File: src/design/lfpd_pkg.sv
`default_nettype none

package lfpd_pkg;

    localparam int SMP_W  = 10;
    localparam int POS_W  = 12;
    localparam int SPD_W  = 8;
    localparam int ERR_W  = 13;
    localparam int ALU_W  = 22;
    localparam int CNT_W  = 4;
    localparam int ADDR_W = 5;
    localparam int DATA_W = 32;

    // Last step indexes of the shared-adder loops
    localparam logic [CNT_W-1:0] DIV_LAST = 4'd11;
    localparam logic [CNT_W-1:0] MUL_LAST = 4'd9;

    localparam logic [POS_W-1:0] POS_CENTRE = 12'd2000;
    localparam logic [POS_W-1:0] POS_RIGHT  = 12'd4000;

    // Register indexes
    localparam logic [2:0] REG_NOISE = 3'd0;
    localparam logic [2:0] REG_LINE  = 3'd1;
    localparam logic [2:0] REG_PGAIN = 3'd2;
    localparam logic [2:0] REG_DGAIN = 3'd3;
    localparam logic [2:0] REG_BASE  = 3'd4;
    localparam logic [2:0] REG_MAX   = 3'd5;

    // Register reset values
    localparam logic [SMP_W-1:0] RST_NOISE = 10'd50;
    localparam logic [SMP_W-1:0] RST_LINE  = 10'd200;
    localparam logic [SMP_W-1:0] RST_PGAIN = 10'd64;
    localparam logic [SMP_W-1:0] RST_DGAIN = 10'd256;
    localparam logic [SPD_W-1:0] RST_BASE  = 8'd125;
    localparam logic [SPD_W-1:0] RST_MAX   = 8'd125;

    typedef struct packed {
        logic [SMP_W-1:0] sample_left_mid;
        logic [SMP_W-1:0] sample_centre;
        logic [SMP_W-1:0] sample_right_mid;
    } t_in;

    typedef struct packed {
        logic             track_found;
        logic [POS_W-1:0] line_position;
        logic [SPD_W-1:0] left_speed;
        logic [SPD_W-1:0] right_speed;
    } t_out;

    typedef enum logic [2:0] {
        ST_IDLE,
        ST_PREP,
        ST_DIV,
        ST_ERR,
        ST_MULP,
        ST_MULD,
        ST_DONE
    } t_state;

    typedef struct packed {
        logic idle;
        logic prep;
        logic div;
        logic err;
        logic mulp;
        logic muld;
        logic done;
        logic last;
    } t_ctrl;

endpackage

`default_nettype wire

File: src/design/line_follow_pd_steering_core.sv
`default_nettype none
// Flow: with the line seen and a sample above noise, a 12-step divide and two 10-step
//   multiplies on the shared adder; otherwise only the multiplies; none when the track is lost.
// One item at a time: a new item is taken only while the sequencer is idle.
// The output register frees the input side while a result waits to be taken.
// Reset (synchronous, active low) restores register defaults and clears position/error history.

module line_follow_pd_steering_core (
    input  wire logic                           i_clk,
    input  wire logic                           i_rst_n,
    // input item channel
    input  wire logic                           i_valid,
    output logic                                o_ready,
    input  wire lfpd_pkg::t_in                  i_data,
    // result channel
    output logic                                o_valid,
    input  wire logic                           i_ready,
    output lfpd_pkg::t_out                      o_data,
    // register port
    input  wire logic                           psel,
    input  wire logic                           penable,
    input  wire logic                           pwrite,
    input  wire logic [lfpd_pkg::ADDR_W-1:0]    paddr,
    input  wire logic [lfpd_pkg::DATA_W-1:0]    pwdata,
    output logic      [lfpd_pkg::DATA_W-1:0]    prdata,
    output logic                                pready
);

    // Clamp a signed speed into 0..max
    function automatic logic [lfpd_pkg::SPD_W-1:0] clamp_speed(
        input logic signed [16:0]             v,
        input logic [lfpd_pkg::SPD_W-1:0]     mx
    );
        logic [lfpd_pkg::SPD_W-1:0] res;
        if (v[16])                        res = '0;
        else if (v > $signed({9'b0, mx})) res = mx;
        else                              res = v[lfpd_pkg::SPD_W-1:0];
        return res;
    endfunction

    // ---------------------------------------------------------------- registers
    logic [lfpd_pkg::SMP_W-1:0] r_noise, r_line, r_pgain, r_dgain;
    logic [lfpd_pkg::SPD_W-1:0] r_base, r_max;
    logic                       w_wr;
    logic [2:0]                 w_idx;

    assign pready = 1'b1;
    assign w_idx  = paddr[4:2];
    assign w_wr   = psel && penable && pwrite;

    always_comb begin
        prdata = '0;
        case (w_idx)
            lfpd_pkg::REG_NOISE: prdata = {22'b0, r_noise};
            lfpd_pkg::REG_LINE:  prdata = {22'b0, r_line};
            lfpd_pkg::REG_PGAIN: prdata = {22'b0, r_pgain};
            lfpd_pkg::REG_DGAIN: prdata = {22'b0, r_dgain};
            lfpd_pkg::REG_BASE:  prdata = {24'b0, r_base};
            lfpd_pkg::REG_MAX:   prdata = {24'b0, r_max};
            default:             prdata = '0;
        endcase
    end

    // ---------------------------------------------------------------- sequencer
    lfpd_pkg::t_ctrl w_ctrl;
    logic            w_acc;
    logic            w_out_free;
    logic            w_lost;
    logic            w_div;
    logic            r_ovalid;

    assign o_ready    = w_ctrl.idle;
    assign w_acc      = i_valid && o_ready;
    assign w_out_free = !r_ovalid || i_ready;

    lfpd_ctrl u_ctrl (
        .i_clk      (i_clk),
        .i_rst_n    (i_rst_n),
        .i_start    (i_valid),
        .i_lost     (w_lost),
        .i_div      (w_div),
        .i_out_free (w_out_free),
        .o_ctrl     (w_ctrl)
    );

    // ---------------------------------------------------------------- datapath regs
    lfpd_pkg::t_in               r_smp;
    logic [lfpd_pkg::POS_W-1:0]  r_pos;
    logic [lfpd_pkg::POS_W-1:0]  r_sum;
    logic [lfpd_pkg::POS_W-1:0]  r_rem;
    logic [lfpd_pkg::POS_W-1:0]  r_dvd;
    logic                        r_lost;
    logic                        r_divused;
    logic [lfpd_pkg::ALU_W-1:0]  r_acc;
    logic [lfpd_pkg::ALU_W-1:0]  r_mcand;
    logic [lfpd_pkg::SMP_W-1:0]  r_mplier;
    logic                        r_esign;
    logic                        r_dsign;
    logic [lfpd_pkg::POS_W-1:0]  r_dmag;
    logic [13:0]                 r_pmag;
    lfpd_pkg::t_out              r_out;
    // history, cleared by reset
    logic [lfpd_pkg::POS_W-1:0]  r_lastpos;
    logic signed [lfpd_pkg::ERR_W-1:0] r_lasterr;

    // ---------------------------------------------------------------- sample filter
    // Keep only samples above the noise floor; weighted sum is 1000*(m0 + 2*m1 + 3*m2).
    logic [lfpd_pkg::SMP_W-1:0] w_m0, w_m1, w_m2;
    logic                       w_on_line;
    logic [lfpd_pkg::POS_W-1:0] w_sum;
    logic [12:0]                w_tsum;
    logic [22:0]                w_wsum;
    logic [lfpd_pkg::POS_W-1:0] w_alt_pos;

    assign w_m0 = (r_smp.sample_left_mid  > r_noise) ? r_smp.sample_left_mid  : '0;
    assign w_m1 = (r_smp.sample_centre    > r_noise) ? r_smp.sample_centre    : '0;
    assign w_m2 = (r_smp.sample_right_mid > r_noise) ? r_smp.sample_right_mid : '0;

    assign w_on_line = (r_smp.sample_left_mid > r_line) || (r_smp.sample_centre > r_line) ||
                       (r_smp.sample_right_mid > r_line);

    assign w_sum  = {2'b0, w_m0} + {2'b0, w_m1} + {2'b0, w_m2};
    assign w_tsum = {3'b0, w_m0} + {2'b0, w_m1, 1'b0} + ({3'b0, w_m2} + {2'b0, w_m2, 1'b0});
    // times 1000 = 1024 - 16 - 8
    assign w_wsum = {w_tsum, 10'b0} - {6'b0, w_tsum, 4'b0} - {7'b0, w_tsum, 3'b0};

    assign w_lost = !w_on_line && (w_sum == '0);
    assign w_div  = w_on_line && (w_sum != '0);

    // Line seen without signal: hold last position. Line not seen: pick the edge
    // on the side of centre where the line was last.
    assign w_alt_pos = w_on_line ? r_lastpos
                                 : ((r_lastpos < lfpd_pkg::POS_CENTRE) ? '0 : lfpd_pkg::POS_RIGHT);

    // ---------------------------------------------------------------- shared adder
    logic [lfpd_pkg::ALU_W-1:0] w_alu_a, w_alu_b, w_alu_res;
    logic                       w_alu_sub, w_alu_carry;

    // Divide step: trial-subtract the divisor from the shifted remainder.
    // Multiply step: add the shifted multiplicand when the multiplier bit is set.
    always_comb begin
        if (w_ctrl.div) begin
            w_alu_a   = {9'b0, r_rem, r_dvd[lfpd_pkg::POS_W-1]};
            w_alu_b   = {10'b0, r_sum};
            w_alu_sub = 1'b1;
        end else begin
            w_alu_a   = r_acc;
            w_alu_b   = r_mplier[0] ? r_mcand : '0;
            w_alu_sub = 1'b0;
        end
    end

    lfpd_alu u_alu (
        .i_a     (w_alu_a),
        .i_b     (w_alu_b),
        .i_sub   (w_alu_sub),
        .o_res   (w_alu_res),
        .o_carry (w_alu_carry)
    );

    // ---------------------------------------------------------------- error terms
    logic signed [lfpd_pkg::ERR_W-1:0] w_err, w_eneg;
    logic signed [13:0]                w_derr, w_dneg;
    logic [lfpd_pkg::POS_W-1:0]        w_emag, w_dmag;

    assign w_err  = $signed({1'b0, r_pos}) - $signed({1'b0, lfpd_pkg::POS_CENTRE});
    assign w_derr = $signed({w_err[12], w_err}) - $signed({r_lasterr[12], r_lasterr});
    assign w_eneg = -w_err;
    assign w_dneg = -w_derr;
    assign w_emag = w_err[12]  ? w_eneg[11:0] : w_err[11:0];
    assign w_dmag = w_derr[13] ? w_dneg[11:0] : w_derr[11:0];

    // ---------------------------------------------------------------- PD combine
    // Products are magnitudes; dropping 8 bits then restoring the sign truncates toward zero.
    logic signed [15:0] w_pterm, w_dterm, w_diff;
    logic signed [16:0] w_left, w_right;

    assign w_pterm = r_esign ? -$signed({2'b0, r_pmag}) : $signed({2'b0, r_pmag});
    assign w_dterm = r_dsign ? -$signed({2'b0, r_acc[21:8]}) : $signed({2'b0, r_acc[21:8]});
    assign w_diff  = w_pterm + w_dterm;
    assign w_left  = $signed({9'b0, r_base}) + $signed({w_diff[15], w_diff});
    assign w_right = $signed({9'b0, r_base}) - $signed({w_diff[15], w_diff});

    // ---------------------------------------------------------------- control state
    always_ff @(posedge i_clk) begin
        if (!i_rst_n) begin
            r_noise   <= lfpd_pkg::RST_NOISE;
            r_line    <= lfpd_pkg::RST_LINE;
            r_pgain   <= lfpd_pkg::RST_PGAIN;
            r_dgain   <= lfpd_pkg::RST_DGAIN;
            r_base    <= lfpd_pkg::RST_BASE;
            r_max     <= lfpd_pkg::RST_MAX;
            r_lastpos <= '0;
            r_lasterr <= '0;
            r_ovalid  <= 1'b0;
        end else begin
            if (w_wr) begin
                case (w_idx)
                    lfpd_pkg::REG_NOISE: r_noise <= pwdata[lfpd_pkg::SMP_W-1:0];
                    lfpd_pkg::REG_LINE:  r_line  <= pwdata[lfpd_pkg::SMP_W-1:0];
                    lfpd_pkg::REG_PGAIN: r_pgain <= pwdata[lfpd_pkg::SMP_W-1:0];
                    lfpd_pkg::REG_DGAIN: r_dgain <= pwdata[lfpd_pkg::SMP_W-1:0];
                    lfpd_pkg::REG_BASE:  r_base  <= pwdata[lfpd_pkg::SPD_W-1:0];
                    lfpd_pkg::REG_MAX:   r_max   <= pwdata[lfpd_pkg::SPD_W-1:0];
                    default:             r_max   <= r_max;
                endcase
            end
            // update history once the position of this item is final
            if (w_ctrl.err) begin
                r_lasterr <= w_err;
                if (r_divused) r_lastpos <= r_pos;
            end
            if (w_ctrl.done && w_out_free) r_ovalid <= 1'b1;
            else if (i_ready)              r_ovalid <= 1'b0;
        end
    end

    // ---------------------------------------------------------------- payload
    always_ff @(posedge i_clk) begin
        if (w_acc) r_smp <= i_data;

        if (w_ctrl.prep) begin
            r_pos     <= w_alt_pos;
            r_sum     <= w_sum;
            r_rem     <= {1'b0, w_wsum[22:12]};
            r_dvd     <= w_wsum[11:0];
            r_lost    <= w_lost;
            r_divused <= w_div;
        end

        // shift one quotient bit into the position per step
        if (w_ctrl.div) begin
            r_pos <= {r_pos[10:0], w_alu_carry};
            r_rem <= w_alu_carry ? w_alu_res[11:0] : w_alu_a[11:0];
            r_dvd <= {r_dvd[10:0], 1'b0};
        end

        if (w_ctrl.err) begin
            r_acc    <= '0;
            r_mcand  <= {10'b0, w_emag};
            r_mplier <= r_pgain;
            r_esign  <= w_err[12];
            r_dsign  <= w_derr[13];
            r_dmag   <= w_dmag;
        end

        // hand over from proportional to derivative product
        if (w_ctrl.mulp && w_ctrl.last) begin
            r_pmag   <= w_alu_res[21:8];
            r_acc    <= '0;
            r_mcand  <= {10'b0, r_dmag};
            r_mplier <= r_dgain;
        end else if (w_ctrl.mulp || w_ctrl.muld) begin
            r_acc    <= w_alu_res;
            r_mcand  <= {r_mcand[20:0], 1'b0};
            r_mplier <= {1'b0, r_mplier[9:1]};
        end

        if (w_ctrl.done && w_out_free) begin
            if (r_lost) begin
                r_out <= '0;
            end else begin
                r_out.track_found   <= 1'b1;
                r_out.line_position <= r_pos;
                r_out.left_speed    <= clamp_speed(w_left, r_max);
                r_out.right_speed   <= clamp_speed(w_right, r_max);
            end
        end
    end

    assign o_valid = r_ovalid;
    assign o_data  = r_out;

endmodule

`default_nettype wire

File: src/design/lfpd_alu.sv
`default_nettype none

// Shared adder/subtractor; carry out on subtract means a >= b
module lfpd_alu (
    input  wire logic [lfpd_pkg::ALU_W-1:0] i_a,
    input  wire logic [lfpd_pkg::ALU_W-1:0] i_b,
    input  wire logic                       i_sub,
    output logic      [lfpd_pkg::ALU_W-1:0] o_res,
    output logic                            o_carry
);

    logic [lfpd_pkg::ALU_W:0]   w_sum;
    logic [lfpd_pkg::ALU_W-1:0] w_b;

    assign w_b   = i_sub ? ~i_b : i_b;
    assign w_sum = {1'b0, i_a} + {1'b0, w_b} + {{lfpd_pkg::ALU_W{1'b0}}, i_sub};

    assign o_res   = w_sum[lfpd_pkg::ALU_W-1:0];
    assign o_carry = w_sum[lfpd_pkg::ALU_W];

endmodule

`default_nettype wire

File: src/design/lfpd_ctrl.sv
`default_nettype none

// Sequencer: steps the shared adder through divide and multiply loops
module lfpd_ctrl (
    input  wire logic          i_clk,
    input  wire logic          i_rst_n,
    input  wire logic          i_start,
    input  wire logic          i_lost,
    input  wire logic          i_div,
    input  wire logic          i_out_free,
    output lfpd_pkg::t_ctrl    o_ctrl
);

    lfpd_pkg::t_state                r_state, n_state;
    logic [lfpd_pkg::CNT_W-1:0]      r_cnt, n_cnt;
    logic                            w_loop;
    logic                            w_last;

    assign w_loop = (r_state == lfpd_pkg::ST_DIV) || (r_state == lfpd_pkg::ST_MULP) ||
                    (r_state == lfpd_pkg::ST_MULD);
    assign w_last = (r_state == lfpd_pkg::ST_DIV) ? (r_cnt == lfpd_pkg::DIV_LAST)
                                                  : (r_cnt == lfpd_pkg::MUL_LAST);

    always_comb begin
        n_state = r_state;
        case (r_state)
            lfpd_pkg::ST_IDLE: begin
                if (i_start) n_state = lfpd_pkg::ST_PREP;
            end
            lfpd_pkg::ST_PREP: begin
                if (i_lost)     n_state = lfpd_pkg::ST_DONE;
                else if (i_div) n_state = lfpd_pkg::ST_DIV;
                else            n_state = lfpd_pkg::ST_ERR;
            end
            lfpd_pkg::ST_DIV: begin
                if (w_last) n_state = lfpd_pkg::ST_ERR;
            end
            lfpd_pkg::ST_ERR: begin
                n_state = lfpd_pkg::ST_MULP;
            end
            lfpd_pkg::ST_MULP: begin
                if (w_last) n_state = lfpd_pkg::ST_MULD;
            end
            lfpd_pkg::ST_MULD: begin
                if (w_last) n_state = lfpd_pkg::ST_DONE;
            end
            lfpd_pkg::ST_DONE: begin
                if (i_out_free) n_state = lfpd_pkg::ST_IDLE;
            end
            default: begin
                n_state = lfpd_pkg::ST_IDLE;
            end
        endcase
    end

    always_comb begin
        if (w_loop && !w_last) n_cnt = r_cnt + 1'b1;
        else                   n_cnt = '0;
    end

    always_comb begin
        o_ctrl      = '0;
        o_ctrl.last = w_loop && w_last;
        case (r_state)
            lfpd_pkg::ST_IDLE: o_ctrl.idle = 1'b1;
            lfpd_pkg::ST_PREP: o_ctrl.prep = 1'b1;
            lfpd_pkg::ST_DIV:  o_ctrl.div  = 1'b1;
            lfpd_pkg::ST_ERR:  o_ctrl.err  = 1'b1;
            lfpd_pkg::ST_MULP: o_ctrl.mulp = 1'b1;
            lfpd_pkg::ST_MULD: o_ctrl.muld = 1'b1;
            lfpd_pkg::ST_DONE: o_ctrl.done = 1'b1;
            default:           o_ctrl.idle = 1'b0;
        endcase
    end

    always_ff @(posedge i_clk) begin
        if (!i_rst_n) begin
            r_state <= lfpd_pkg::ST_IDLE;
            r_cnt   <= '0;
        end else begin
            r_state <= n_state;
            r_cnt   <= n_cnt;
        end
    end

endmodule

`default_nettype wire

File: config.mk
export PLATFORM = sky130hd
export DESIGN_NAME = line_follow_pd_steering_core
export DESIGN_NICKNAME = d
export VERILOG_FILES = /design/src/design/lfpd_pkg.sv /design/src/design/line_follow_pd_steering_core.sv /design/src/design/lfpd_alu.sv /design/src/design/lfpd_ctrl.sv
export SDC_FILE = /design/constraint.sdc
export NUM_CORES = 1
export LEC_CHECK = 0
export ABC_CLOCK_PERIOD_IN_PS = 8900
export BUFFER_PORTS_ARGS = -buffer_cell sky130_fd_sc_hd__buf_2
export CAP_MARGIN = 20
export CELL_PAD_IN_SITES_DETAIL_PLACEMENT = 0
export CELL_PAD_IN_SITES_GLOBAL_PLACEMENT = 1
export CORE_AREA = 2 2 211 213
export CTS_BUF_LIST = sky130_fd_sc_hd__clkbuf_2
export CTS_CLUSTER_SIZE = 40
export DETAILED_ROUTE_END_ITERATION = 10
export DIE_AREA = 0 0 213 215
export GPL_TIMING_DRIVEN = 0
export PLACE_DENSITY = 0.85
export SYNTH_ARGS = -nofsm -noshare
export SYNTH_HDL_FRONTEND = slang
export SYNTH_HIERARCHICAL = 1
export SYNTH_SLANG_ARGS = --single-unit
File: constraint.sdc
create_clock -name i_clk -period 8.9 [get_ports i_clk]
set_clock_uncertainty 0.1 [all_clocks]
set_input_delay 0.445 -clock i_clk [delete_from_list [all_inputs] [get_ports i_clk]]
set_output_delay 0.445 -clock i_clk [all_outputs]
set_load 0.02 [all_outputs]
---- Yosys cells after proc, flatten, opt, wreduce, memory -nomap -nowiden ----
Cells that the tools add are included.
storage, ports and cells
  register bits after elaboration ......... 280
  input bits .............................. 74
  ROM bits ................................ 0
  bits in latches ......................... 0
  output and inout bits ................... 64
  memories kept ........................... 0
  memory bits (writable) .................. 0
operators by class
  order comparisons ....................... 9
  divide/modulo/power cells ............... 0
  $mul .................................... 0
  reduce and logical (&&, ||, !) cells .... 37
  bitwise logic cells ..................... 1
  multiplexer cells ....................... 53
  $add $sub $neg .......................... 19
  shifts and indexed selects .............. 0
  equality and inequality tests ........... 18
operators by type and width
  operator                                                   number
  22-bit 2-to-1 mux                                          8
  12-bit 2-to-1 mux                                          12
  10-bit greater-than comparator                             6
  10-bit 2-to-1 mux                                          6
  10-bit one-hot mux with 6 select lines                     1
  17-bit by 9-bit greater-than comparator with 1-bit output  2
  16-bit 2-to-1 mux                                          2
  8-bit 2-to-1 mux                                           4
  14-bit negation with 16-bit output                         2
  29-bit 2-to-1 mux                                          1
  10-bit by 11-bit adder with 12-bit output                  2
  12-bit negation                                            2
  22-bit by 22-bit adder with 23-bit output                  1
  23-bit by 1-bit adder with 23-bit output                   1
  23-bit by 16-bit subtractor with 23-bit output             1
  23-bit by 17-bit subtractor with 23-bit output             1
  22-bit inverter                                            1
  3-bit one-hot mux with 7 select lines                      1
  3-bit 2-to-1 mux                                           6
  9-bit by 16-bit adder with 17-bit output                   1
  9-bit by 16-bit subtractor with 17-bit output              1
  16-bit adder                                               1
  2-bit AND reduction                                        8
  3-bit equality test, second input constant                 5
  23 further kinds                                           61

---- Logic depth before layout (Yosys ltp) ----
Gate-level depths: netlist of the first run.
  depth in word-level cells ............... 9
  mapped depth ............................ 38
  mapped depth without buffers ............ 36

---- By module ----
Netlist of the first run, hierarchy kept.
by module, submodules not included
  module                        instances  area an instance (µm²)  cells an instance
  line_follow_pd_steering_core  1          19158.4                 2059
  lfpd_alu                      1          1368.8                  184
  lfpd_ctrl                     1          470.5                   54

---- Worst setup path before layout of the first run ----
Ideal clock, no wire load.
  path kind ............................... register to register
  start ................................... register r_smp[1] (netlist bit)
  end ..................................... register r_rem[9] (netlist bit), data pin
  path buffers ............................ 1
  clock period less this slack ............ 8.015 ns
  library setup time ...................... 0.267 ns
  arrival ................................. 7.648 ns
  slack ................................... 0.885 ns
  stages on the path, launching flop included .. 34
  cell sequence ........................... edfxtp_1 > ha_1 > nor2b_1 > o21a_1 > o21a_1 > o21a_1 > o21a_1 > o21a_1 > o21a_1 > o21a_1 > o21a_1 > clkbuf_1 > o211a_1 > fa_1 > inv_1 > fa_1 > inv_1 > ha_1 > a21o_1 > a21oi_1 > nor2b_1 > o21a_1 > o41ai_1 > or4b_2 > o211ai_1 > xnor2_1 > ha_1 > ha_1 > and4_1 > and3_1 > a2111oi_0 > o211ai_1 > xnor2_1 > o21ai_0
on the way
  word-level cells in the longest chain between the ends .. 8
RTL lines
  what                                              RTL line                             text
  start: declaration                                line_follow_pd_steering_core.sv:87   lfpd_pkg::t_in r_smp;
  start signal: assignment                          line_follow_pd_steering_core.sv:220  if (w_acc) r_smp <= i_data;
  10-bit greater-than comparator                    line_follow_pd_steering_core.sv:117  assign w_m2 = (r_smp.sample_right_mid > r_noise) ? r_smp.sample_right_mid : '0;
  10-bit 2-to-1 mux *                               line_follow_pd_steering_core.sv:117
  10-bit by 11-bit adder with 12-bit output *       line_follow_pd_steering_core.sv:123  assign w_tsum = {3'b0, w_m0} + {2'b0, w_m1, 1'b0} + ({3'b0, w_m2} + {2'b0, w_m2, 1'b0});
  12-bit by 12-bit adder with 13-bit output *       line_follow_pd_steering_core.sv:123
  23-bit by 17-bit subtractor with 23-bit output    line_follow_pd_steering_core.sv:125  assign w_wsum = {w_tsum, 10'b0} - {6'b0, w_tsum, 4'b0} - {7'b0, w_tsum, 3'b0};
  23-bit by 16-bit subtractor with 23-bit output *  line_follow_pd_steering_core.sv:125
  12-bit 2-to-1 mux *                               line_follow_pd_steering_core.sv:222  if (w_ctrl.prep) begin
  12-bit 2-to-1 mux *                               line_follow_pd_steering_core.sv:232  if (w_ctrl.div) begin
  end signal: assignment                            line_follow_pd_steering_core.sv:225  r_rem <= {1'b0, w_wsum[22:12]};
  end signal: assignment                            line_follow_pd_steering_core.sv:234  r_rem <= w_alu_carry ? w_alu_res[11:0] : w_alu_a[11:0];
  end: declaration                                  line_follow_pd_steering_core.sv:90   logic [lfpd_pkg::POS_W-1:0] r_rem;
Mark *: on every way between the ends. The rest lies on a longest branch, timed or not. The select of a mux whose other input is x is not followed.
A chain may end at the register's enable or synchronous reset.

---- Worst setup path in the final report of the first run ----
  start ................................... register r_smp[1] (netlist bit)
  end ..................................... register r_rem[8] (netlist bit), data pin
Same word-level chain as after synthesis.

==> summary.md, run 1 <==
| Metric | Value |
|---|---|
| Outcome | finished, final reports clean |
| Library cells used by synthesis | 93 |
| Actual slew at the worst max-slew pin | 1190 ps |
| Hold Path Class | input port to flop |
| Synth area leaders | edfxtp_1 22%, ha_1 12%, dfxtp_1 12% |
| IO Port Bufs | 87 |
| CTS tree | yes |
| Largest family of logic cells by synthesized area | compound AO/OA/AOI/OAI gates |
| Worst-path fanout max | 11 |
| Max clock buf depth | 3 |
| Post-synthesis compound-gate area fraction | 0.193 |
| Post-synthesis sequential area ratio | 0.338 |
| TritonCTS Buffers | 76 |
| CP Launch Type | flop |
| I/O Pins | 138 |
| Initial antenna violation count | 4 |
| Slowest stage cell, crit path | or4b_2 |
| Synth top area share | 0.223 |
| Post-synthesis mux area share | 0.0297 |
| Most instantiated cells after synthesis | 276 x nand2_1, 202 x ha_1, 192 x inv_1 |
| Critical path arrival | 9030 ps |
| Max cap viols | 0 |
| Proportion of layout cells with a drive suffix above 1 | 0.117 |
| DR DRC count | 0 |
| Yosys reg bits | 277 |
| Via-to-Cell Ratio | 5.53 |
| Die Area | 0.0458 mm2 |
| Worst setup EP type | flop |
| First-pass DRT Iterations | 6 |
| Slew headroom | 0.209 |
| Vias in the first global route | 17700 |
| Max Fclk | 0.118 GHz |
| DIE WIDTH | 213 um |
| Hold_sp | paddr[4] |
| Required time of the critical path | 9470 ps |
| Most frequent CP cell | o21a_1 |
| Clock Tree Root | clkbuf_2 |
| Crit Reg-Reg Startpoint | r_smp[1]$_DFFE_PP_ |
| Clock transition at the registers of the reported paths | 110 ps |
| Grt total ovfl | 0 |
| DR WL/cell | 18.2 um |
| Final setup violation count | 0 |
| Post-synth EDFFs | 156 |
| Worst-Skew Late Latency | 1030 ps |
| Vias after detailed routing | 17900 |
| Ys flop type | edfxtp_1 |
| HPWL reported at the end of detailed placement | 45100 um |
| Die height | 215 um |
| Hold WS | 165 ps |
| Nets | 2886 |
| CTS Sinks | 277 |
| Top-count cell post-synth | nand2_1 |
| Core Rows | 77 |
| R2r setup slk | 430 ps |
| First-pass GRT wire length | 92800 um |
| Starting DRC count in detailed routing | 1080 |
| Kind of critical path | flop to flop |
| Yosys warning count | 6 |
| Pin count of the biggest net entering global routing | 34 |
| Top cell type by total area after synthesis | edfxtp_1 |
| Post-synthesis xor/xnor area fraction | 0.0667 |
| Setup TNS | 0 ps |
| Hold Path Depth | 5 |
| Core area | 0.0436 mm2 |
| Adder-Cell Fraction of Synth Area | 0.157 |
| Area Overhead vs Synth | 14.1% |
| Final ANT Viol Nets | 0 |
| Mapped Area | 0.0210 mm2 |
| WHS Endpoint | r_max[0]$_SDFFE_PN1P_ |
| Fraction of the mapped netlist area in simple logic gates | 0.153 |
| Largest stage delay, worst path | 630 ps |
| Reg2Reg Capture Point | r_rem[8]$_DFFE_PP_ |
| Final Cycle Share | 0.951 |
| H-tree level count | 3 |
| GRT Util Overall | 0.258 |
| Minimum clock period | 8470 ps |
| Starting Density | 0.481 |
| FFs w/ async S/R, synth | 0 |
| # fillers | 3994 |
| Max-slew violation count | 0 |
| Final count of hold timing violations | 0 |
| Final WL | 58900 um |
| Routability cong. | 0.979 |
| Cells after Synth | 2297 |
| R2r worst-path depth | 35 |
| Mean post-synth cell area | 9.14 um2 |
## logic make-up after synthesis
| logic type | count (synthesis) |
|---|---|
| compound gates | 580 |
| xor+xnor | 159 |
| fa+ha+maj | 240 |
| buf+inv | 312 |
| flops | 277 |
| mux | 58 |
| other cells | 2 |
| simple gates | 669 |
## critical path: cells and delay by family (launching register included)
family | cells | cell delay (ps)
buffers and inverters | 3 | 330
DFF | 1 | 480
xor gates and xnor gates | 2 | 200
and+or+nand+nor | 4 | 920
adders and majority gates | 6 | 2280
AOI/OAI and AO/OA | 20 | 3790
## registers in the layout, indices dropped and copies added, names as in the netlist, 3 cells and up
register and flops:
r_noise 10, r_mplier 10, r_mcand 22, r_acc 22, r_dmag 12, r_pos 12
r_line 10, r_pgain 10, u_ctrl/r_state 3, r_lastpos 12, r_dvd 9, r_dgain 10
r_rem 12, r_pmag 14, u_ctrl/r_cnt 4, r_lasterr 13, o_data 29, r_base 8
r_max 8, r_sum 12, r_smp 30
## worst max path at each step
| stage | from | endpoint | slack [ps] | depth (start not counted) |
|---|---|---|---|---|
| after floorplan | r_smp[1]$_DFFE_PP_ | r_rem[9]$_DFFE_PP_ | 890 | 33 |
| after global placement | r_smp[1]$_DFFE_PP_ | r_rem[9]$_DFFE_PP_ | 70 | 33 |
| after detailed placement | r_smp[1]$_DFFE_PP_ | r_rem[9]$_DFFE_PP_ | -30 | 33 |
| after CTS | r_smp[1]$_DFFE_PP_ | r_rem[9]$_DFFE_PP_ | 80 | 33 |
| after global routing | r_noise[1]$_SDFFE_PN1P_ | r_rem[8]$_DFFE_PP_ | -0.4 | 36 |
| final | r_smp[1]$_DFFE_PP_ | r_rem[8]$_DFFE_PP_ | 430 | 35 |
## area by class of cell
type	instances	area, um2	area share
multi-input cells	1729	12700	0.531
flip-flops and latches	277	7110	0.297
repair buffers	177	1370	0.0572
well taps	592	741	0.0309
inverters	192	721	0.0301
plain buffers	119	569	0.0238
clock buffers	108	541	0.0226
clock inverters	31	188	0.00783
diodes	4	10.0	0.000418
## layout by cell type (no fill, tap or decap), types with 91 or more instances in the layout
cell / Yosys / layout
xnor2_1: 102 / 101
ha_1: 202 / 202
nand2_1: 276 / 276
inv_1: 192 / 191
nor2_1: 121 / 121
edfxtp_1: 156 / 156
dfxtp_1: 121 / 121
o21ai_0: 101 / 101
a21oi_1: 104 / 104
buf_2: 4 / 91
clkbuf_2: 0 / 108
## timing repair
item,4_1_cts,5_1_grt
pin swaps,0,0
endpoints found under the setup margin,2,7
hold buffers,82,0
hold endpoints to repair,103,0
buffers inserted,0,3
resized for setup,1,4
## metal layers
| metal | GRT usage | share of wire | routed length [um] | vias to the layer above |
|---|---|---|---|---|
| met3 | 0.0541 | 0.059 | 3480 | 126 |
| met1 | 0.331 | 0.44 | 25900 | 8473 |
| li1 | - | - | - | 8711 |
| met4 | 0.114 | 0.037 | 2200 | 2 |
| met5 | 0 | 0.00012 | 7 | - |
| met2 | 0.419 | 0.46 | 27400 | 548 |
## stage by stage
stage	std cells	utilization	area (um2)	setup slack (ps)
finish	3229	0.549	24000	433
CTS	3223	0.548	23900	77.1
global placement	2997	0.510	22300	70.6
floorplan	2318	-	21100	885
global route	3229	0.549	24000	-0.442
detailed placement	3002	0.512	22400	-27.2
Power of run 1 is not shown: default switching activity piles up to over one toggle a cycle in this logic, so the estimate is an artifact.
==> run 2: changes to the inputs <==
SETUP_SLACK_MARGIN = 0.5   (was unset)
==> summary.md, run 2 (same netlist as run 1, synthesis figures left out) <==
| Metric | Value |
|---|---|
| Outcome | finished, final reports clean (unchanged) |
| First-pass DRT Iterations | 6 (unchanged) |
| Hold_sp | pwdata[8] (was paddr[4]) |
| Minimum clock period | 8040 ps (was 8470 ps) |
| Initial antenna violation count | 4 (unchanged) |
| Final setup violation count | 0 (unchanged) |
| Clock Tree Root | clkbuf_2 (unchanged) |
| Final count of hold timing violations | 0 (unchanged) |
| R2r worst-path depth | 35 (unchanged) |
| End-of-flow core utilization | 0.553 (was 0.549) |
| GRT Util Overall | 0.259 (was 0.258) |
| R2r setup slk | 860 ps (was 430 ps) |
| Starting DRC count in detailed routing | 1226 (was 1080) |
| Final WL | 59200 um (was 58900 um) |
| Vias in the first global route | 17800 (was 17700) |
| Grt total ovfl | 0 (unchanged) |
| CP Launch Type | flop (unchanged) |
| Area after DPL | 0.0224 mm2 (unchanged) |
| Largest stage delay, worst path | 520 ps (was 630 ps) |
| HPWL reported at the end of detailed placement | 45100 um (unchanged) |
| Commonest non-fill, non-tap cells in the layout | 276 x nand2_1, 198 x ha_1, 190 x inv_1 (was 276 x nand2_1, 202 x ha_1, 191 x inv_1) |
| Critical path arrival | 8620 ps (was 9030 ps) |
| Dpl ws | -27.2 ps (unchanged) |
| TritonCTS Buffers | 76 (unchanged) |
| DR WL/cell | 18.3 um (was 18.2 um) |
| Pin count of the biggest net entering global routing | 34 (unchanged) |
| First-pass GRT wire length | 93100 um (was 92800 um) |
| IO Port Bufs | 87 (unchanged) |
| RSZ-0062 raised after global routing | false |
| Die height | 215 um (unchanged) |
| Required time of the critical path | 9480 ps (was 9470 ps) |
| DR DRC count | 0 (unchanged) |
| Die Area | 0.0458 mm2 (unchanged) |
| CP Buf/Inv Count | 5 (was 3) |
| CTS tree | yes (unchanged) |
| Area Overhead vs Synth | 14.9% (was 14.1%) |
| Final Cycle Share | 0.903 (was 0.951) |
| Max clock buf depth | 3 (unchanged) |
| CTS Sinks | 277 (unchanged) |
| Worst setup EP type | flop (unchanged) |
| Max Fclk | 0.124 GHz (was 0.118 GHz) |
| DIE WIDTH | 213 um (unchanged) |
| Reg2Reg Capture Point | r_rem[9]$_DFFE_PP_ (was r_rem[8]$_DFFE_PP_) |
| # fillers | 3979 (was 3994) |
| Hold Path Depth | 4 (was 5) |
| Final worst slack | 860 ps (was 433 ps) |
| Most common cell after layout, fill and taps aside | nand2_1 (unchanged) |
| Top reg by flops | r_smp (unchanged) |
| I/O Pins | 138 (unchanged) |
| H-tree level count | 3 (unchanged) |
| Worst-path fanout max | 10 (was 11) |
| Proportion of layout cells with a drive suffix above 1 | 0.125 (was 0.117) |
| Most frequent CP cell | o21a_1 (unchanged) |
| Critical path's top delay family | compound AO/OA/AOI/OAI gates (unchanged) |
| Hold Path Class | input port to flop (unchanged) |
| Starting Density | 0.481 (unchanged) |
| Clock transition at the registers of the reported paths | 110 ps (about the same) |
| Slowest stage cell, crit path | fa_1 (was or4b_2) |
| Routability cong. | 0.979 (unchanged) |
| WHS Endpoint | r_dgain[8]$_SDFFE_PN1P_ (was r_max[0]$_SDFFE_PN1P_) |
| Core Rows | 77 (unchanged) |
| Vias after detailed routing | 17900 (about the same) |
| Max FFs per register | 30 (unchanged) |
| Final ANT Viol Nets | 0 (unchanged) |
| Kind of critical path | flop to flop (unchanged) |
| Max cap viols | 0 (unchanged) |
| Crit Reg-Reg Startpoint | r_smp[1]$_DFFE_PP_ (unchanged) |
| Final instance area | 0.0241 mm2 (was 0.0240 mm2) |
| Slew headroom | 0.197 (was 0.209) |
| Actual slew at the worst max-slew pin | 1200 ps (was 1190 ps) |
| Worst-Skew Late Latency | 1040 ps (was 1030 ps) |
| Core area | 0.0436 mm2 (unchanged) |
| Nets | 2893 (was 2886) |
| Via-to-Cell Ratio | 5.54 (was 5.53) |
| Max-slew violation count | 0 (unchanged) |
[run 2: layout make-up]
class | instances | area [um2] | area share
antenna | 4 | 10.0 | 0.000415
sequential | 277 | 7110 | 0.295
inverter | 192 | 721 | 0.0299
multi-input combinational | 1729 | 12800 | 0.532
buffer | 120 | 579 | 0.0240
clock buffer | 108 | 541 | 0.0224
clock inverter | 31 | 188 | 0.00778
timing repair buffer | 183 | 1420 | 0.0587
tap | 592 | 741 | 0.0307
[run 2: through the flow]
stage / hold WS, ps / instances / setup TNS (ps)
2_1_floorplan: 334 / 2318 / 0
6_report: 178 / 3236 / 0
4_1_cts: 50.2 / 3227 / 0
3_5_place_dp: 358 / 3002 / -27.2
3_3_place_gp: 352 / 2997 / 0
5_1_grt: 102 / 3236 / 0
[run 2: worst max path at each step]
stage | startpoint | end | slack (ps) | cells past startpoint
2_1_floorplan | r_smp[1]$_DFFE_PP_ | r_rem[9]$_DFFE_PP_ | 890 | 33
3_3_place_gp | r_smp[1]$_DFFE_PP_ | r_rem[9]$_DFFE_PP_ | 70 | 33
3_5_place_dp | r_smp[1]$_DFFE_PP_ | r_rem[9]$_DFFE_PP_ | -30 | 33
4_1_cts | r_noise[1]$_SDFFE_PN1P_ | r_rem[9]$_DFFE_PP_ | 510 | 36
5_1_grt | r_smp[1]$_DFFE_PP_ | r_rem[9]$_DFFE_PP_ | 460 | 35
6_report | r_smp[1]$_DFFE_PP_ | r_rem[9]$_DFFE_PP_ | 860 | 35
[run 2: timing repair]
action / 4_1_cts / 5_1_grt
hold buffers: 82 / 0
setup endpoints to repair: 8 / 8
gates resized for setup: 10 / 25
setup buffers: 4 / 5
endpoints found under the hold margin: 103 / 0
pin swaps: 2 / 7
[run 2: routing by layer]
metal / share of wire / up-vias / global-route usage
met5: 0.00012 / - / 0
met2: 0.47 / 565 / 0.420
met1: 0.43 / 8504 / 0.332
met4: 0.039 / 2 / 0.114
met3: 0.060 / 135 / 0.0544
li1: - / 8725 / -
[run 2: tightest hold or removal path, stage by stage]
cell           delay, ps
dlygate4sd3_1        520
buf_2                160
nand2_1               60
nand3_1               70
Power of run 2 is left out for the same reason.
==> run 3: changes to the inputs <==
CORE_AREA = 2 2 208 210   (was 2 2 211 213)
DIE_AREA = 0 0 210 212   (was 0 0 213 215)
SYNTH_HIERARCHICAL = unset   (was 1)
==> summary.md, run 3 <==
| Metric | Value |
|---|---|
| Outcome | finished, final reports clean (unchanged) |
| Actual slew at the worst max-slew pin | 1060 ps (was 1200 ps) |
| Max cap viols | 0 (unchanged) |
| Cells after Synth | 2286 (was 2297) |
| Required time of the critical path | 9500 ps (was 9480 ps) |
| Minimum clock period | 8210 ps (was 8040 ps) |
| Setup TNS | 0 ps (unchanged) |
| Routability cong. | 0.914 (was 0.979) |
| Top-count cell post-synth | nand2_1 (unchanged) |
| Commonest non-fill, non-tap cells in the layout | 311 x nand2_1, 203 x ha_1, 185 x inv_1 (was 276 x nand2_1, 198 x ha_1, 190 x inv_1) |
| GRT Util Overall | 0.264 (was 0.259) |
| H-tree level count | 3 (unchanged) |
| Most frequent CP cell | o21a_1 (unchanged) |
| TritonCTS Buffers | 76 (unchanged) |
| Core Rows | 76 (was 77) |
| Slowest stage cell, crit path | fa_1 (unchanged) |
| Area Overhead vs Synth | 15.3% (was 14.9%) |
| Slew headroom | 0.285 (was 0.197) |
| Top reg by flops | r_smp (unchanged) |
| Critical path's top delay family | compound AO/OA/AOI/OAI gates (unchanged) |
| Yosys reg bits | 277 (unchanged) |
| Kind of critical path | flop to flop (unchanged) |
| Via-to-Cell Ratio | 5.59 (was 5.54) |
| Most instantiated cells after synthesis | 312 x nand2_1, 204 x ha_1, 188 x inv_1 (was 276 x nand2_1, 202 x ha_1, 192 x inv_1) |
| First-pass DRT Iterations | 6 (unchanged) |
| Worst-Skew Late Latency | 1100 ps (was 1040 ps) |
| Worst-path fanout max | 5 (was 10) |
| Top cell type by total area after synthesis | edfxtp_1 (unchanged) |
| Core area | 0.0425 mm2 (was 0.0436 mm2) |
| HPWL reported at the end of detailed placement | 44100 um (was 45100 um) |
| Final count of hold timing violations | 0 (unchanged) |
| Nets | 2886 (was 2893) |
| Library cells used by synthesis | 77 (was 93) |
| Proportion of layout cells with a drive suffix above 1 | 0.115 (was 0.125) |
| Worst setup EP type | flop (unchanged) |
| Initial antenna violation count | 2 (was 4) |
| Mean post-synth cell area | 8.95 um2 (was 9.14 um2) |
| CTS tree | yes (unchanged) |
| Clock Tree Root | clkbuf_2 (unchanged) |
| Synth area leaders | edfxtp_1 23%, ha_1 12%, dfxtp_1 12% (was edfxtp_1 22%, ha_1 12%, dfxtp_1 12%) |
| IO Port Bufs | 88 (was 87) |
| Synth top area share | 0.229 (was 0.223) |
| DIE WIDTH | 210 um (was 213 um) |
| Die Area | 0.0445 mm2 (was 0.0458 mm2) |
| Final Cycle Share | 0.922 (was 0.903) |
| Clock transition at the registers of the reported paths | 130 ps (was 110 ps) |
| FFs w/ async S/R, synth | 0 (unchanged) |
| Max clock buf depth | 3 (unchanged) |
| DR DRC count | 0 (unchanged) |
| Starting DRC count in detailed routing | 1171 (was 1226) |
| I/O Pins | 138 (unchanged) |
| DR WL/cell | 18.3 um (about the same) |
| First-pass GRT wire length | 92700 um (was 93100 um) |
| CTS Sinks | 277 (unchanged) |
| Final WL | 58200 um (was 59200 um) |
| Critical path arrival | 8800 ps (was 8620 ps) |
| Final setup violation count | 0 (unchanged) |
| Yosys warning count | 0 (was 6) |
| CP Buf/Inv Count | 3 (was 5) |
| Final ANT Viol Nets | 0 (unchanged) |
| Ys flop type | edfxtp_1 (unchanged) |
| Largest stage delay, worst path | 520 ps (about the same) |
| Mapped Area | 0.0205 mm2 (was 0.0210 mm2) |
| Die height | 212 um (was 215 um) |
| Post-synth EDFFs | 156 (unchanged) |
| Max Fclk | 0.122 GHz (was 0.124 GHz) |
| Grt total ovfl | 0 (unchanged) |
| Post-synthesis sequential area ratio | 0.347 (was 0.338) |
| Pin count of the biggest net entering global routing | 30 (was 34) |
| Hold Path Class | input port to flop (unchanged) |
| Vias after detailed routing | 17800 (was 17900) |
| RSZ-0062 raised after global routing | true (was false) |
| Starting Density | 0.481 (about the same) |
| Max FFs per register | 30 (unchanged) |
| Vias in the first global route | 17800 (about the same) |
| Most common cell after layout, fill and taps aside | nand2_1 (unchanged) |
| Max-slew violation count | 0 (unchanged) |
| CP Launch Type | flop (unchanged) |
==> run 3: cell types whose count changed after synthesis, sizes merged, moves of 9 or more <==
cell    change
nand2      +36
nor2b      +23
xor2       -21
a21o       -18
a22o       -17
o21ai      +16
a21boi     -13
mux2       -13
a21oi      +12
mux2i      +12
nor2       +11
nand3      +10
a211oi      +9
or2         +9
==> run 3: stage by stage <==
step / instance area (um2) / cells / hold slack (ps) / setup slack (ps) / utilization
after floorplan: 20500 / 2307 / 324 / 1510 / -
after global placement: 21700 / 2941 / 348 / 332 / 0.509
after detailed placement: 21800 / 2946 / 357 / 249 / 0.512
after CTS: 23500 / 3176 / 67.1 / 582 / 0.552
after global routing: 23600 / 3184 / 114 / 481 / 0.555
final: 23600 / 3184 / 158 / 693 / 0.555
==> run 3: final timing paths <==
| check | endpoint | start | depth (start not counted) | slack (ps) |
|---|---|---|---|---|
| hold / removal | r_dgain[8]$_SDFFE_PN1P_ | pwdata[8] | 4 | 160 |
| setup reg to reg | r_rem[9]$_DFFE_PP_ | r_noise[2]$_SDFFE_PN0P_ | 33 | 690 |
| hold reg to reg | r_lastpos[3]$_SDFFE_PN0P_ | r_lastpos[3]$_SDFFE_PN0P_ | 2 | 370 |
| setup / recovery | r_rem[9]$_DFFE_PP_ | r_noise[2]$_SDFFE_PN0P_ | 33 | 690 |
==> run 3: cell type report <==
type | count | area, um2
Inverter | 190 | 713
Clock buffer | 117 | 586
Tap cell | 546 | 683
Sequential cell | 277 | 7110
Timing Repair Buffer | 187 | 1490
Fill cell | 3842 | 18900
Antenna cell | 3 | 7.51
Multi-Input combinational cell | 1735 | 12300
Clock inverter | 24 | 188
Buffer | 105 | 483
==> run 3: routing by layer <==
layer | vias up | routed length [um] | global-route usage
met1 | 8446 | 25300 | 0.329
met4 | 0 | 1920 | 0.101
met2 | 588 | 27700 | 0.456
li1 | 8641 | - | -
met5 | - | 0 | 0
met3 | 131 | 3260 | 0.0476
==> run 3: worst reg2reg max path, delay by kind of cell (launching register included) <==
| kind | cells | cell delay, ps |
|---|---|---|
| compound gates | 16 | 3190 |
| fa+ha+maj | 6 | 2230 |
| buf+inv | 3 | 410 |
| simple gates | 4 | 810 |
| xor+xnor | 3 | 630 |
| flops | 1 | 340 |
| mux | 1 | 100 |
==> run 3: cell families after synthesis <==
logic type               Yosys count  share of synthesized area
AO/OA/AOI/OAI                    546                      0.177
XOR/XNOR                         141                     0.0604
adder cells (fa/ha/maj)          240                      0.160
buffers and inverters            295                     0.0584
flip-flops                       277                      0.347
multiplexers                      57                     0.0292
other                              2                   0.000367
AND/OR/NAND/NOR                  728                      0.167
==> run 3: timing repair <==
action	in CTS	in global routing
cloned	0	0
hold buffers	87	0
pin swaps	2	4
setup endpoints to repair	3	7
setup buffers	2	3
resized for setup	8	14
endpoints found under the hold margin	118	0
Power of run 3 is left out for the same reason.
